==> src/design/assert_macros.svh <==
// Assertion macros shared by the depth bucket order table modules.
`ifndef ASSERT_MACROS_SVH
`define ASSERT_MACROS_SVH

`ifndef ASSERT_OFF

// Same-cycle implication, checked at every rising clock edge outside reset.
`define DBOT_ASSERT_NOW(label, ante, cons, msg) \
    label: assert property (@(posedge clk) disable iff (!rst_n) (ante) |-> (cons)) \
        else $error(msg);

// Next-cycle implication, checked at every rising clock edge outside reset.
`define DBOT_ASSERT_NEXT(label, ante, cons, msg) \
    label: assert property (@(posedge clk) disable iff (!rst_n) (ante) |=> (cons)) \
        else $error(msg);

`else

`define DBOT_ASSERT_NOW(label, ante, cons, msg)
`define DBOT_ASSERT_NEXT(label, ante, cons, msg)

`endif

`endif

==> src/design/dbot_pkg.sv <==
// Package with the constants, codes and control types of the depth bucket order table.
package dbot_pkg;

    localparam int BUCKETS      = 512;
    localparam int POOL_ENTRIES = 1024;

    localparam int OP_W    = 2;
    localparam int DEPTH_W = 9;
    localparam int IDX_W   = $clog2(POOL_ENTRIES);
    localparam int HEAD_AW = $clog2(BUCKETS);
    localparam int SCAN_W  = $clog2(BUCKETS + 1);

    typedef enum logic [OP_W-1:0] {
        OP_INSERT = 2'd0,
        OP_POP    = 2'd1,
        OP_RESET  = 2'd2,
        OP_NOP    = 2'd3
    } op_t;

    typedef enum logic [2:0] {
        S_CLEAR,
        S_IDLE,
        S_INS_WR,
        S_POP,
        S_SCAN_CHK,
        S_WALK_OUT,
        S_HEAD_OUT,
        S_MISC_OUT
    } state_t;

    // Commands from the controller to the datapath.
    typedef struct packed {
        logic accept;
        logic clr_wr;
        logic ins_commit;
        logic pop_begin;
        logic scan_step;
        logic head_take;
        logic walk_out;
        logic head_out;
        logic done_out;
        logic misc_out;
    } cmd_t;

    // Status from the datapath to the controller.
    typedef struct packed {
        logic clr_last;
        logic walk_nz;
        logic scan_nz;
        logic head_nz;
        logic scan_left;
        logic out_free;
    } sts_t;

endpackage

==> src/design/dbot_ctrl.sv <==
// Controller state machine of the depth bucket order table.
`include "assert_macros.svh"

module dbot_ctrl (
    input  logic                       clk,
    input  logic                       rst_n,
    input  logic                       req_valid,
    input  logic [dbot_pkg::OP_W-1:0]  req_operation,
    output logic                       req_ready,
    input  dbot_pkg::sts_t             sts,
    output dbot_pkg::cmd_t             cmd
);

    dbot_pkg::state_t state_reg, state_next;

    always_ff @(posedge clk or negedge rst_n)
    begin
        if (!rst_n)
        begin
            state_reg <= dbot_pkg::S_CLEAR;
        end
        else
        begin
            state_reg <= state_next;
        end
    end

    always_comb
    begin
        state_next = state_reg;
        cmd        = '0;
        req_ready  = 1'b0;

        case (state_reg)
            dbot_pkg::S_CLEAR:
            begin
                cmd.clr_wr = 1'b1;
                if (sts.clr_last)
                begin
                    state_next = dbot_pkg::S_IDLE;
                end
            end
            dbot_pkg::S_IDLE:
            begin
                req_ready = 1'b1;
                if (req_valid)
                begin
                    cmd.accept = 1'b1;
                    case (dbot_pkg::op_t'(req_operation))
                        dbot_pkg::OP_INSERT: state_next = dbot_pkg::S_INS_WR;
                        dbot_pkg::OP_POP:    state_next = dbot_pkg::S_POP;
                        default:             state_next = dbot_pkg::S_MISC_OUT;
                    endcase
                end
            end
            dbot_pkg::S_INS_WR:
            begin
                if (sts.out_free)
                begin
                    cmd.ins_commit = 1'b1;
                    state_next     = dbot_pkg::S_IDLE;
                end
            end
            dbot_pkg::S_POP:
            begin
                cmd.pop_begin = 1'b1;
                if (sts.walk_nz)
                begin
                    state_next = dbot_pkg::S_WALK_OUT;
                end
                else if (sts.scan_nz)
                begin
                    state_next = dbot_pkg::S_SCAN_CHK;
                end
                else
                begin
                    state_next = dbot_pkg::S_MISC_OUT;
                end
            end
            dbot_pkg::S_SCAN_CHK:
            begin
                if (sts.head_nz)
                begin
                    cmd.head_take = 1'b1;
                    state_next    = dbot_pkg::S_HEAD_OUT;
                end
                else if (sts.scan_left)
                begin
                    cmd.scan_step = 1'b1;
                end
                else if (sts.out_free)
                begin
                    cmd.done_out = 1'b1;
                    state_next   = dbot_pkg::S_IDLE;
                end
            end
            dbot_pkg::S_WALK_OUT:
            begin
                if (sts.out_free)
                begin
                    cmd.walk_out = 1'b1;
                    state_next   = dbot_pkg::S_IDLE;
                end
            end
            dbot_pkg::S_HEAD_OUT:
            begin
                if (sts.out_free)
                begin
                    cmd.head_out = 1'b1;
                    state_next   = dbot_pkg::S_IDLE;
                end
            end
            dbot_pkg::S_MISC_OUT:
            begin
                if (sts.out_free)
                begin
                    cmd.misc_out = 1'b1;
                    state_next   = dbot_pkg::S_IDLE;
                end
            end
            default:
            begin
                state_next = dbot_pkg::S_IDLE;
            end
        endcase
    end

    `DBOT_ASSERT_NOW(a_commit_free, cmd.ins_commit || cmd.walk_out || cmd.head_out || cmd.done_out || cmd.misc_out, sts.out_free, "result committed over a waiting result")
    `DBOT_ASSERT_NEXT(a_accept_leaves_idle, cmd.accept, state_reg != dbot_pkg::S_IDLE && state_reg != dbot_pkg::S_CLEAR, "accepted request did not start work")

endmodule

==> config.mk <==
export PLATFORM = sky130hd
export DESIGN_NAME = dbot_ctrl
export DESIGN_NICKNAME = d
export VERILOG_FILES = /design/src/design/dbot_pkg.sv /design/src/design/dbot_ctrl.sv
export VERILOG_INCLUDE_DIRS = /design/src /design/src/design
export SDC_FILE = /design/constraint.sdc
export NUM_CORES = 1
export LEC_CHECK = 0
export BUFFER_PORTS_ARGS = -buffer_cell sky130_fd_sc_hd__buf_2
export CAP_MARGIN = 20
export CORE_UTILIZATION = 25
export CTS_BUF_LIST = sky130_fd_sc_hd__clkbuf_2 sky130_fd_sc_hd__clkbuf_4 sky130_fd_sc_hd__clkbuf_8
export DETAILED_ROUTE_END_ITERATION = 8
export PLACE_DENSITY_LB_ADDON = 0.1
export RECOVER_POWER = 25
export SLEW_MARGIN = 20
export SYNTH_ARGS = -nofsm -noshare
export SYNTH_HDL_FRONTEND = slang
export SYNTH_SLANG_ARGS = --single-unit
export TNS_END_PERCENT = 1
==> constraint.sdc <==
create_clock -name clk -period 2 [get_ports clk]
set_clock_uncertainty 0.05 [all_clocks]
set_input_delay 0.1 -clock clk [delete_from_list [all_inputs] [get_ports clk]]
set_output_delay 0.1 -clock clk [all_outputs]
set_load 0.01 [all_outputs]
==> impl_metrics.tcl <==
set metrics [dict create \
    clock-sinks 3 \
    relSlewSlack 0.729 \
    netlist_area_um2 342 \
    cp_common_cell "nor2_1" \
    routedWlPerCell_um 10.5 \
    cts_tree "yes" \
    synth_top_family_by_area "simple AND/OR/NAND/NOR gates" \
    design_area_um2 479 \
    yosysTopAreaCell "dfrtp_1" \
    grt_usage 0.124 \
    grt_busiest_layer "met2" \
    root_buffer "clkbuf_4" \
    leakage_nw 0.243 \
    critPathMaxFanout 16 \
    fillers 137 \
    max-clock-path-buffers 2 \
    synthToLayoutAreaGrowth_pct 40.3 \
    crit_slowest_cell "dfrtp_1" \
    yosys.area_share.simple 0.414 \
    dieArea_um2 1520 \
    slowest_delay_ns 0.52 \
    hpwl_um 665 \
    finalCriticalPeriod_ns 1.51 \
    hold_path.class "primary input to async pin" \
    synth_area_leaders "dfrtp_1 (22%), nor2_1 (7.7%), nand2_1 (6.6%)" \
    htreeDepth 1 \
    gp_congestion 0.712 \
    drive_gt1_frac 0.391 \
    r2r_slack_ns 0.59 \
    path_class "flop to output port" \
    multi_input_area_um2 239 \
    clk_pin_slew_ns 0.04 \
    tightestPinTransition_ns 0.396 \
    hold_violations 0 \
    cp-start-kind "flop" \
    wl_um 871 \
    via_count 411 \
    largest_reg_flops 3 \
    diodes 0 \
    grt_max_degree 17 \
    crit_chain "nor2_1 -> nand2_1 -> nor2_1 -> buf_2" \
    synth_compound_area_frac 0.286 \
    dominantRegCellSynth "dfrtp_1" \
    cts_resized 0 \
    fin_cells 83 \
    drc 0 \
    regArea_um2 75.1 \
    antenna_found_initial 0 \
    dp.cells 78 \
    p_per_area_nw_per_um2 1280 \
    grt.met1_usage 0.141 \
    synth.distinct_cells 27 \
    ioPinCount 22 \
    grt_pass1_wl_um 1230 \
    syn_inst 46 \
    outcome "complete, no violations" \
    fmax_mhz 660 \
    die_width_um 39.0 \
    avgSynthCellArea_um2 7.43 \
    ys_ff_latch 3 \
    vias_per_cell 4.95 \
    muxShareOfSynthArea 0 \
    yosysSeqAreaShare 0.220 \
    drtIter0Drc 5 \
    core_region_area_um2 1190 \
    io_buffers 21 \
    synth_edf_count 0 \
    end_kind "output port" \
    place_area_um2 440 \
    cts_buffers 3 \
    cp.buffers_inverters 1 \
    ant_nets 0 \
    grt_pass1_vias 310 \
    met2_usage 0.200 \
    rsz0062_at_grt "no" \
    drv_cap 0 \
    ir_drop_mv 0.513 \
    initial_core_util 0.288 \
    finalSetupViolCount 0 \
    synth-xor-area-share 0 \
    fin_tns_setup_ns 0 \
    clk-insertion-delay-late_ns 0.24 \
    core.rowCount 12 \
    nets 81 \
    first_pass_iters 4 \
    yosysMostFrequentCell "nor2_1" \
    worstPathArrival_ns 1.36 \
    post-route-period-util 0.757 \
    synthTopCellsByCount "nor2_1 (7), nand2_1 (6), dfrtp_1 (3), o21ai_0 (3)" \
    p_total_w 0.000614 \
    use_met3 0.0173 \
    grt_overflow_total 0 \
    hold_ws_ns 0.154 \
    drv_slew 0 \
    async_flop_share 1.00 \
    synthAdderAreaFrac 0 \
    required_ns 1.85 \
    synth_top_area_frac 0.220 \
    die_h_um 39.0 \
    synthesis.nets 57 \
    ys_warn_count 0 \
    critical-path-top-delay-family "flip-flops" \
]
-- stage by stage --
stage           util  worst slack (ns)
2_1_floorplan      -             0.842
3_3_place_gp   0.371             0.583
3_5_place_dp   0.371             0.617
4_1_cts        0.405             0.461
5_1_grt        0.404             0.390
6_report       0.404             0.485
-- power by group --
part / internal, W / leakage (nW) / total (W) / switching [W]
Clock: 0.0000884 / 0.0184 / 0.000122 / 0.0000336
Sequential: 0.0000893 / 0.0362 / 0.000185 / 0.0000956
Combinational: 0.000161 / 0.188 / 0.000308 / 0.000147
-- per-layer routing --
metal | vias up | part of all wire
li1 | 216 | -
met1 | 173 | 0.44
met2 | 20 | 0.44
met3 | 2 | 0.094
met4 | 0 | 0.017
met5 | - | 0
-- repair_timing --
action / CTS / global route
hold buffers: 1 / 0
hold endpoints to repair: 3 / 0
setup buffers: 0 / 0
-- layout by cell type (no fill, tap or decap), drive strengths merged --
cell         synthesis  routed
nor3                 2       2
a22o                 1       1
a41oi                1       1
dlygate4sd3          0       1
buf                  3      20
nand2b               1       1
nor2                 8       8
or3b                 1       1
o31ai                1       1
a32oi                2       2
a21o                 1       1
clkbuf               0       5
o21a                 1       1
nand2                6       6
and2                 2       2
o21ai                3       3
nor2b                3       3
a21boi               1       1
nor3b                2       2
dfrtp                3       3
and3                 1       1
inv                  1       1
a2111oi              1       1
o221ai               1       1
-- worst register-to-register path: stages, from the launching register on --
cell and delay, ns:
dfrtp_1 0.52, nor2b_4 0.21, or3b_1 0.36, a21boi_1 0.17
-- logic make-up after synthesis --
logic type / Yosys count
and+or+nand+nor: 26
AOI/OAI and AO/OA: 13
buffers and inverters: 4
DFF: 3
-- layout make-up --
type                       count  area share
multi-input combinational     39       0.499
timing repair buffer          22       0.238
sequential                     3       0.157
clock buffer                   4      0.0627
tap                           14      0.0366
inverter                       1     0.00783
-- path summary, 6_finish.rpt --
| kind | startpoint | endpoint | cells past startpoint |
|---|---|---|---|
| worst min-delay path | rst_n | state_reg[0] | 2 |
| min in group clk | req_operation[1] | state_reg[2] | 3 |
| worst min register to register | state_reg[1] | state_reg[0] | 2 |
| worst max register to register | state_reg[0] | state_reg[1] | 3 |
| worst max-delay path | state_reg[0] | cmd[5] | 4 |
| max in group asynchronous | rst_n | state_reg[2] | 2 |
Power figures use the tool's default switching activity.
